$ cat src/sv/aoc_pkg.sv
// package for the alpha over compositor: pixel types, stage records and constants
package aoc_pkg;

  // full-scale channel value, fully opaque alpha
  localparam logic [7:0] FULL = 8'd255;
  // number of color channels that go through the divider
  localparam int NUM_CHAN = 3;
  // quotient bits, one resolved per divider stage
  localparam int QUOT_BITS = 8;
  // remainder width: 255 * 65025 fits in 24 bits
  localparam int REM_W = 24;
  // weight and denominator width
  localparam int WGT_W = 16;
  // divider stages between the sum stage and the output register
  localparam int DIV_STAGES = QUOT_BITS - 1;

  // one input item: background then foreground pixel
  typedef struct packed {
    logic [7:0] bg_red;
    logic [7:0] bg_green;
    logic [7:0] bg_blue;
    logic [7:0] bg_alpha;
    logic [7:0] fg_red;
    logic [7:0] fg_green;
    logic [7:0] fg_blue;
    logic [7:0] fg_alpha;
  } src_pix_t;

  // one result item: composited pixel
  typedef struct packed {
    logic [7:0] out_red;
    logic [7:0] out_green;
    logic [7:0] out_blue;
    logic [7:0] out_alpha;
  } dst_pix_t;

  // stage 1: alpha weights and transparency product
  typedef struct packed {
    logic [WGT_W-1:0]             wf;
    logic [WGT_W-1:0]             wb;
    logic [WGT_W-1:0]             trans;
    logic [NUM_CHAN-1:0][7:0]     cf;
    logic [NUM_CHAN-1:0][7:0]     cb;
    logic                         bypass;
    dst_pix_t                     pix;
  } wgt_stage_t;

  // stage 2: per-channel products, denominator and finished alpha
  typedef struct packed {
    logic [NUM_CHAN-1:0][REM_W-1:0] pf;
    logic [NUM_CHAN-1:0][REM_W-1:0] pb;
    logic [WGT_W-1:0]               den;
    logic [7:0]                     alpha;
    logic                           bypass;
    dst_pix_t                       pix;
  } prod_stage_t;

  // divider stages: partial remainders and quotients of the three channels
  typedef struct packed {
    logic [NUM_CHAN-1:0][REM_W-1:0] rem;
    logic [NUM_CHAN-1:0][7:0]       quot;
    logic [WGT_W-1:0]               den;
    logic [7:0]                     alpha;
    logic                           bypass;
    dst_pix_t                       pix;
  } div_stage_t;

endpackage

$ cat src/sv/alpha_over_compositor_top.sv
// top level of the alpha over compositor: straight-alpha porter-duff over, fully pipelined
//
//   channel | direction | handshake                 | payload
//   src     | in        | src_valid / src_stall     | src (src_pix_t, bg then fg rgba8)
//   dst     | out       | dst_valid / dst_stall     | dst (dst_pix_t, composited rgba8)
//
// one item enters per clock while no finished item waits on a stalled dst
// stages: weights, products and alpha, channel sums, then seven restoring
// divider stages and the output register, each resolving one quotient bit
// rst is synchronous and clears every stage valid bit; payload is not reset
// a stall on dst while dst_valid is high freezes the whole pipeline and raises src_stall in the same cycle
module alpha_over_compositor_top
  import aoc_pkg::*;
(
  input  logic     clk,
  input  logic     rst,
  input  logic     src_valid,
  output logic     src_stall,
  input  src_pix_t src,
  output logic     dst_valid,
  input  logic     dst_stall,
  output dst_pix_t dst
);

  // one restoring division step on quotient bit k for every channel
  function automatic div_stage_t div_step(input div_stage_t d, input int k);
    div_stage_t               r;
    logic [REM_W:0]           shifted;
    r = d;
    shifted = (REM_W+1)'(d.den) << k;
    for (int c = 0; c < NUM_CHAN; c++) begin
      if ({1'b0, d.rem[c]} >= shifted) begin
        r.rem[c]     = d.rem[c] - shifted[REM_W-1:0];
        r.quot[c][k] = 1'b1;
      end
    end
    return r;
  endfunction

  logic        adv;
  logic        v1;
  logic        v2;
  logic [DIV_STAGES:0] dvv;
  wgt_stage_t  s1;
  wgt_stage_t  s1_next;
  prod_stage_t s2;
  prod_stage_t s2_next;
  div_stage_t  dv [0:DIV_STAGES];
  div_stage_t  dv_next [0:DIV_STAGES];
  div_stage_t  last_step;
  dst_pix_t    dst_next;

  // the whole pipe moves unless a finished item waits on a stalled output
  assign adv       = !(dst_valid && dst_stall);
  assign src_stall = !adv;

  // stage 1: weights wf = af*255, wb = ab*(255-af), transparency product
  always_comb begin
    logic [7:0] naf;
    logic [7:0] nab;
    naf = FULL - src.fg_alpha;
    nab = FULL - src.bg_alpha;
    s1_next.wf    = WGT_W'(src.fg_alpha) * WGT_W'(FULL);
    s1_next.wb    = WGT_W'(src.bg_alpha) * WGT_W'(naf);
    s1_next.trans = WGT_W'(nab) * WGT_W'(naf);
    s1_next.cf    = {src.fg_red, src.fg_green, src.fg_blue};
    s1_next.cb    = {src.bg_red, src.bg_green, src.bg_blue};
    // opaque foreground or both transparent pass a pixel straight through
    s1_next.bypass = (src.fg_alpha == FULL) ||
                     (src.fg_alpha == 8'd0 && src.bg_alpha == 8'd0);
    if (src.fg_alpha == FULL) begin
      s1_next.pix = {src.fg_red, src.fg_green, src.fg_blue, src.fg_alpha};
    end else begin
      s1_next.pix = {src.bg_red, src.bg_green, src.bg_blue, src.bg_alpha};
    end
  end

  // stage 2: color products, denominator, alpha = 255 - ceil(trans/255)
  always_comb begin
    logic [WGT_W-1:0] t;
    logic [WGT_W:0]   qsum;
    for (int c = 0; c < NUM_CHAN; c++) begin
      s2_next.pf[c] = REM_W'(s1.cf[c]) * REM_W'(s1.wf);
      s2_next.pb[c] = REM_W'(s1.cb[c]) * REM_W'(s1.wb);
    end
    s2_next.den = s1.wf + s1.wb;
    // ceil(x/255) = floor((x+254)/255), divide by 255 via x + x/256 + 1 over 256
    t    = s1.trans + WGT_W'(FULL - 8'd1);
    qsum = (WGT_W+1)'(t) + (WGT_W+1)'(t >> 8) + (WGT_W+1)'(1);
    s2_next.alpha  = FULL - qsum[15:8];
    s2_next.bypass = s1.bypass;
    s2_next.pix    = s1.pix;
  end

  // stage 3 sums the products, later stages resolve one quotient bit each
  always_comb begin
    for (int c = 0; c < NUM_CHAN; c++) begin
      dv_next[0].rem[c]  = s2.pf[c] + s2.pb[c];
      dv_next[0].quot[c] = 8'd0;
    end
    dv_next[0].den    = s2.den;
    dv_next[0].alpha  = s2.alpha;
    dv_next[0].bypass = s2.bypass;
    dv_next[0].pix    = s2.pix;
    for (int j = 1; j <= DIV_STAGES; j++) begin
      dv_next[j] = div_step(dv[j-1], QUOT_BITS - j);
    end
  end

  // output: last quotient bit, then choose pass-through or blended pixel
  always_comb begin
    last_step = div_step(dv[DIV_STAGES], 0);
    if (last_step.bypass) begin
      dst_next = last_step.pix;
    end else begin
      dst_next = {last_step.quot[2], last_step.quot[1], last_step.quot[0],
                  last_step.alpha};
    end
  end

  // valid bits travel with the data
  always_ff @(posedge clk) begin
    if (rst) begin
      v1        <= 1'b0;
      v2        <= 1'b0;
      dvv       <= '0;
      dst_valid <= 1'b0;
    end else if (adv) begin
      v1        <= src_valid;
      v2        <= v1;
      dvv       <= {dvv[DIV_STAGES-1:0], v2};
      dst_valid <= dvv[DIV_STAGES];
    end
  end

  // payload registers
  always_ff @(posedge clk) begin
    if (adv) begin
      s1  <= s1_next;
      s2  <= s2_next;
      for (int j = 0; j <= DIV_STAGES; j++) begin
        dv[j] <= dv_next[j];
      end
      dst <= dst_next;
    end
  end

  // a stall freezes every valid bit in the pipe
  a_stall_freeze: assert property (@(posedge clk) disable iff (rst)
    !adv |=> $stable({v1, v2, dvv, dst_valid}))
    else $error("pipeline valid bits moved during a stall");

  // blended items always carry a nonzero denominator
  a_den_nonzero: assert property (@(posedge clk) disable iff (rst)
    (dvv[0] && !dv[0].bypass) |-> (dv[0].den != '0))
    else $error("zero denominator on a blended item");

  // quotient fits in eight bits for every channel
  a_quot_range: assert property (@(posedge clk) disable iff (rst)
    (dvv[0] && !dv[0].bypass) |->
      ({1'b0, dv[0].rem[0]} < ((REM_W+1)'(dv[0].den) << QUOT_BITS)) &&
      ({1'b0, dv[0].rem[1]} < ((REM_W+1)'(dv[0].den) << QUOT_BITS)) &&
      ({1'b0, dv[0].rem[2]} < ((REM_W+1)'(dv[0].den) << QUOT_BITS)))
    else $error("channel quotient overflows eight bits");

  // before the last step each remainder is below twice the denominator
  a_rem_last: assert property (@(posedge clk) disable iff (rst)
    (dvv[DIV_STAGES] && !dv[DIV_STAGES].bypass) |->
      ({1'b0, dv[DIV_STAGES].rem[0]} < ((REM_W+1)'(dv[DIV_STAGES].den) << 1)) &&
      ({1'b0, dv[DIV_STAGES].rem[1]} < ((REM_W+1)'(dv[DIV_STAGES].den) << 1)) &&
      ({1'b0, dv[DIV_STAGES].rem[2]} < ((REM_W+1)'(dv[DIV_STAGES].den) << 1)))
    else $error("divider remainder out of range before the last bit");

endmodule

$ cat config.mk
export PLATFORM = sky130hd
export DESIGN_NAME = alpha_over_compositor_top
export DESIGN_NICKNAME = d
export VERILOG_FILES = /design/src/sv/aoc_pkg.sv /design/src/sv/alpha_over_compositor_top.sv
export SDC_FILE = /design/constraint.sdc
export NUM_CORES = 2
export LEC_CHECK = 0
export BUFFER_PORTS_ARGS = -buffer_cell sky130_fd_sc_hd__buf_2
export CORE_AREA = 2 2 509 511
export CTS_CLUSTER_DIAMETER = 150
export DETAILED_ROUTE_END_ITERATION = 6
export DIE_AREA = 0 0 511 513
export GPL_ROUTABILITY_DRIVEN = 0
export PLACE_DENSITY = 0.62
export SETUP_SLACK_MARGIN = 0.02
export SYNTH_ARGS = -nofsm -noshare
export SYNTH_HDL_FRONTEND = slang
export SYNTH_SLANG_ARGS = --single-unit
export TNS_END_PERCENT = 30
$ cat constraint.sdc
create_clock -name clk -period 55.1 [get_ports clk]
set_clock_uncertainty 0.05 [all_clocks]
set_input_delay 11.02 -clock clk [delete_from_list [all_inputs] [get_ports clk]]
set_output_delay 11.02 -clock clk [all_outputs]
set_load 0.05 [all_outputs]
# Word-level counts from Yosys, hierarchy flattened
# Memory sizes are Yosys's and may differ from the RTL's.
# Cells that the tools add are included.
# classes
n_addsub	31
n_mul	9
magnitude_cmp	24
n_eq_ne	1
mux	48
reduce_logical	5
# op_table
cell	n
$mux W24	21
$mul A8 B16 Y24	6
$add A24 B24 Y24	3
$ge A24 B16 Y1	3
$ge A24 B17 Y1	3
$ge A24 B18 Y1	3
$ge A24 B19 Y1	3
$ge A24 B20 Y1	3
$ge A24 B21 Y1	3
$ge A24 B22 Y1	3
$ge A24 B23 Y1	3
$sub A24 B17 Y24	3
$sub A24 B18 Y24	3
$sub A24 B19 Y24	3
$sub A24 B20 Y24	3
$sub A24 B21 Y24	3
$sub A24 B22 Y24	3
$sub A24 B23 Y24	3
$mux W32	2
$mul A8 B8 Y16	2
$mux W1	25
$sub A8 B8 Y8 const A	3
$add A16 B1 Y16 const B	1
$add A16 B16 Y16	1
7 further kinds	9
# word_totals
register_bits	373
mem_bits_rw	1224
inputBits	68
out_inout_bits	34
elab_cells	154
mem_count	1
# mem_list
name	depth	width	rd	rd_clocked_by_memory_dff	wr	line_no	text
dv	8	153	8	0	8	alpha_over_compositor_top.sv:48	div_stage_t dv [0:DIV_STAGES];

# Depth between registers and ports, before layout
# depth
depth_word	4
depth_mapped	20
depth_no_buf	19

# Worst setup path before layout
# OpenSTA, ideal clock, no wires.
# synth_path
kind	input to register
start	in dst_stall
end	reg dst[0] in the netlist's numbering (enable)
setup_time_ns	2.419
arrival_time_ns	51.002
required_ns	52.631
slack_ns	1.629
stages	2
n_path_buf	1
cell_sequence	nand2_1 clkbuf_1
# synth_via
elab_chain_len	1
# synth_rtl
element	line_no	text
from (decl)	alpha_over_compositor_top.sv:21	input logic dst_stall,
$logic_and A1 B1 Y1	alpha_over_compositor_top.sv:54	assign adv = !(dst_valid && dst_stall);
to (signal assigned)	alpha_over_compositor_top.sv:144	dst <= dst_next;
to (decl)	alpha_over_compositor_top.sv:22	output dst_pix_t dst
# Every way passes these cells.
# A chain may end at the register's enable or synchronous reset.

# Worst setup path after layout
# layout_path
start	in dst_stall
end	out src_stall
# layout_via
elab_chain_len	1
# layout_rtl
element	line_no	text
$logic_and A1 B1 Y1	alpha_over_compositor_top.sv:54	
to (decl)	alpha_over_compositor_top.sv:18	output logic src_stall,
# Every way passes these cells.

==> impl_metrics.yaml <==
outcome:
  run_status: "completed"
finish:
  final_cells: 12700
  final_cell_mix: "1,478 x edfxtp_1, 1,063 x inv_1, 853 x ha_1"
  fin_nets: 10700
  multi_input_area_sq_um: 52700
  drive_gt1_share_pct: 6.53
  layout.cells.most_common: "edfxtp_1"
  fillCellCount: 23500
  area_delta_synth_final_pct: 9.54
  regArea_sq_um: 44600
worst_setup_path:
  worstSetupPathType: "in2out"
  required_ps: 44030
  crit_path_max_fanout: 42
  rrSetupSlack_ps: 49180
  arrival_ps: 12140
  rr_worst_depth: 15
  r2r-end: "s2[197]"
  rr_startpoint: "s1[120]"
  start_kind: "primary input"
  end_kind: "output pin"
synth:
  yosysWarnings: 0
  netlist_instances: 9056
  synth_fp_nets: 10600
  synth_cell_type_count: 86
  netlist_area_sq_um: 102000
  synth-seq-area-share_pct: 43.7
  synth-edff-count: 1478
  synth-async-reset-ratio_pct: 0
  synth_ff_type: "edfxtp_1"
  synth.ff_latch_count: 1489
  syn_avg_cell_area_sq_um: 11.3
cts:
  numCtsBuffers: 159
  clockBufferDepth: 3
  cts_tree: "done"
  insertion_delay_ps: 810
  clock_tree.root_cell: "clkbuf_16"
  postCtsSetupBuffers: 0
  cts_hold_buf: 0
  clkTransAtPathRegs_ps: 70
  clock_sinks: 1489
  post_cts_resize_count: 0
  htreeDepth: 4
routing:
  vias_per_cell: 5.21
  wire_per_inst_um: 18.7
  vias: 66000
  drtIter0Drc: 4376
  wirelength_mm: 237
  drt_pass1_iterations: 6
  drc: 0
  drtAntennaViolNets: 0
timing:
  grt_setup_unrepaired: "no"
  finalWorstSetupSlack_ps: 31890
  slew-limit-headroom_pct: 14.8
  maxSlewViolCount: 0
  period_minus_slack_ps: 23210
  fmax_mhz: 43.1
  tightest_slew_ps: 1280
  setup_violations: 0
  post-route-period-util_pct: 42.1
  setup_tns_ps: 0
  final_hold_viol_count: 0
placement:
  dp_hpwl_mm: 181
  placed_cells: 12400
  dp_slack_ps: 31870
  portBuffers: 101
min_path:
  hold_path_startpoint: "dv[1][169]"
  hold_path.class: "reg2reg"
  worstHoldPathCells: 0
  whs_endpoint: "dv[1][322]"
global_routing:
  antenna_found_initial: 7
  grt.met3_usage_pct: 2.27
  gr-total-overflow: 0
  grt_pass1_vias: 66500
  grt_usage_pct: 18.0
  busiest_layer: "met2"
  grt_max_degree: 185
  grt_first_pass_wirelength_mm: 373
  use_met2_pct: 29.7
  grtUsageMet1_pct: 23.7
die:
  start_util_pct: 39.8
  die_height_um: 513
  io_pins: 102
  core-area_sq_um: 256000
  rows: 186
  die-area_sq_um: 262000
  fp.dieW_um: 511
flow_run:
  maxCapViolCount: 0
state kept, by name (all words and copies together) (netlist names):
signal	count
dv	1116
s2	144
s1	129
dv_next	57
dst	32
dvv	8
dst_valid	1
v1	1
v2	1
critical path, cell delays in order:
cell	delay, ps
buf_2	110
nand2_4	400
inv_1	300
buf_2	290
through the flow:
stage / cell area [sq um] / hold WS, ps / util, %
2_1_floorplan: 102000 / 350 / -
3_3_place_gp: 107000 / 350 / 41.6
3_5_place_dp: 107000 / 355 / 41.6
4_1_cts: 112000 / 344 / 43.6
5_1_grt: 112000 / 346 / 43.6
6_report: 112000 / 337 / 43.6
Yosys cell counts (16+ instances only):
| master | number | share of area, % |
|---|---|---|
| nor3_1 | 122 | 0.60 |
| mux2i_1 | 25 | 0.25 |
| and3_1 | 46 | 0.28 |
| o211ai_1 | 22 | 0.16 |
| nor4b_1 | 16 | 0.14 |
| a211oi_1 | 47 | 0.35 |
| ha_1 | 853 | 10 |
| xor2_1 | 209 | 1.8 |
| nand3b_1 | 20 | 0.15 |
| nand3_1 | 88 | 0.43 |
| mux2_2 | 82 | 0.90 |
| a31o_2 | 20 | 0.17 |
| nand2_1 | 666 | 2.4 |
| nor4_1 | 49 | 0.30 |
| a211o_1 | 21 | 0.18 |
| or3_1 | 51 | 0.31 |
| a21oi_1 | 441 | 2.2 |
| nand2b_1 | 69 | 0.42 |
| o2111ai_1 | 22 | 0.19 |
| or2_2 | 63 | 0.39 |
| o31ai_1 | 56 | 0.41 |
| o21ai_0 | 310 | 1.5 |
| a21boi_1 | 17 | 0.13 |
| fa_1 | 631 | 12 |
| nand4_1 | 54 | 0.33 |
| o21bai_1 | 33 | 0.24 |
| and2_1 | 672 | 4.1 |
| xnor2_1 | 327 | 2.8 |
| clkbuf_1 | 222 | 0.82 |
| a21boi_0 | 26 | 0.19 |
| nor2b_1 | 125 | 0.77 |
| edfxtp_1 | 1478 | 43 |
| nor2_1 | 410 | 1.5 |
| a31oi_1 | 46 | 0.28 |
| a21o_1 | 223 | 1.6 |
| o21a_1 | 88 | 0.65 |
| inv_1 | 1063 | 3.9 |
| o21ai_1 | 102 | 0.50 |
metal layers:
| layer | vias to the layer above | routed length, um |
|---|---|---|
| met5 | - | 0 |
| met4 | 0 | 10800 |
| met3 | 424 | 9940 |
| met2 | 1657 | 111000 |
| met1 | 32200 | 105000 |
| li1 | 31700 | - |
worst max-delay path by stage:
stage	from	end
after global routing	dst_stall	src_stall
final	dst_stall	src_stall
after floorplan	dst_stall	dst[0]
after detailed placement	dst_stall	src_stall
after CTS	dst_stall	src_stall
after global placement	dst_stall	src_stall
logic make-up after synthesis:
group,share of synthesized area (%)
flops,43.7
buf+inv,4.76
fa+ha+maj,22.8
compound gates,10.1
mux,1.32
xor+xnor,4.60
simple gates,12.7
layout make-up:
type	instances	share of cell area, %
Tap cell	3384	3.79
Clock buffer	185	3.70
Sequential cell	1489	39.9
Inverter	1068	3.59
Antenna cell	2	0.00448
Timing Repair Buffer	160	0.882
Multi-Input combinational cell	6273	47.1
Clock inverter	104	1.03
Power is not shown: default switching activity piles up to over one toggle a cycle in this logic, so the estimate is an artifact.
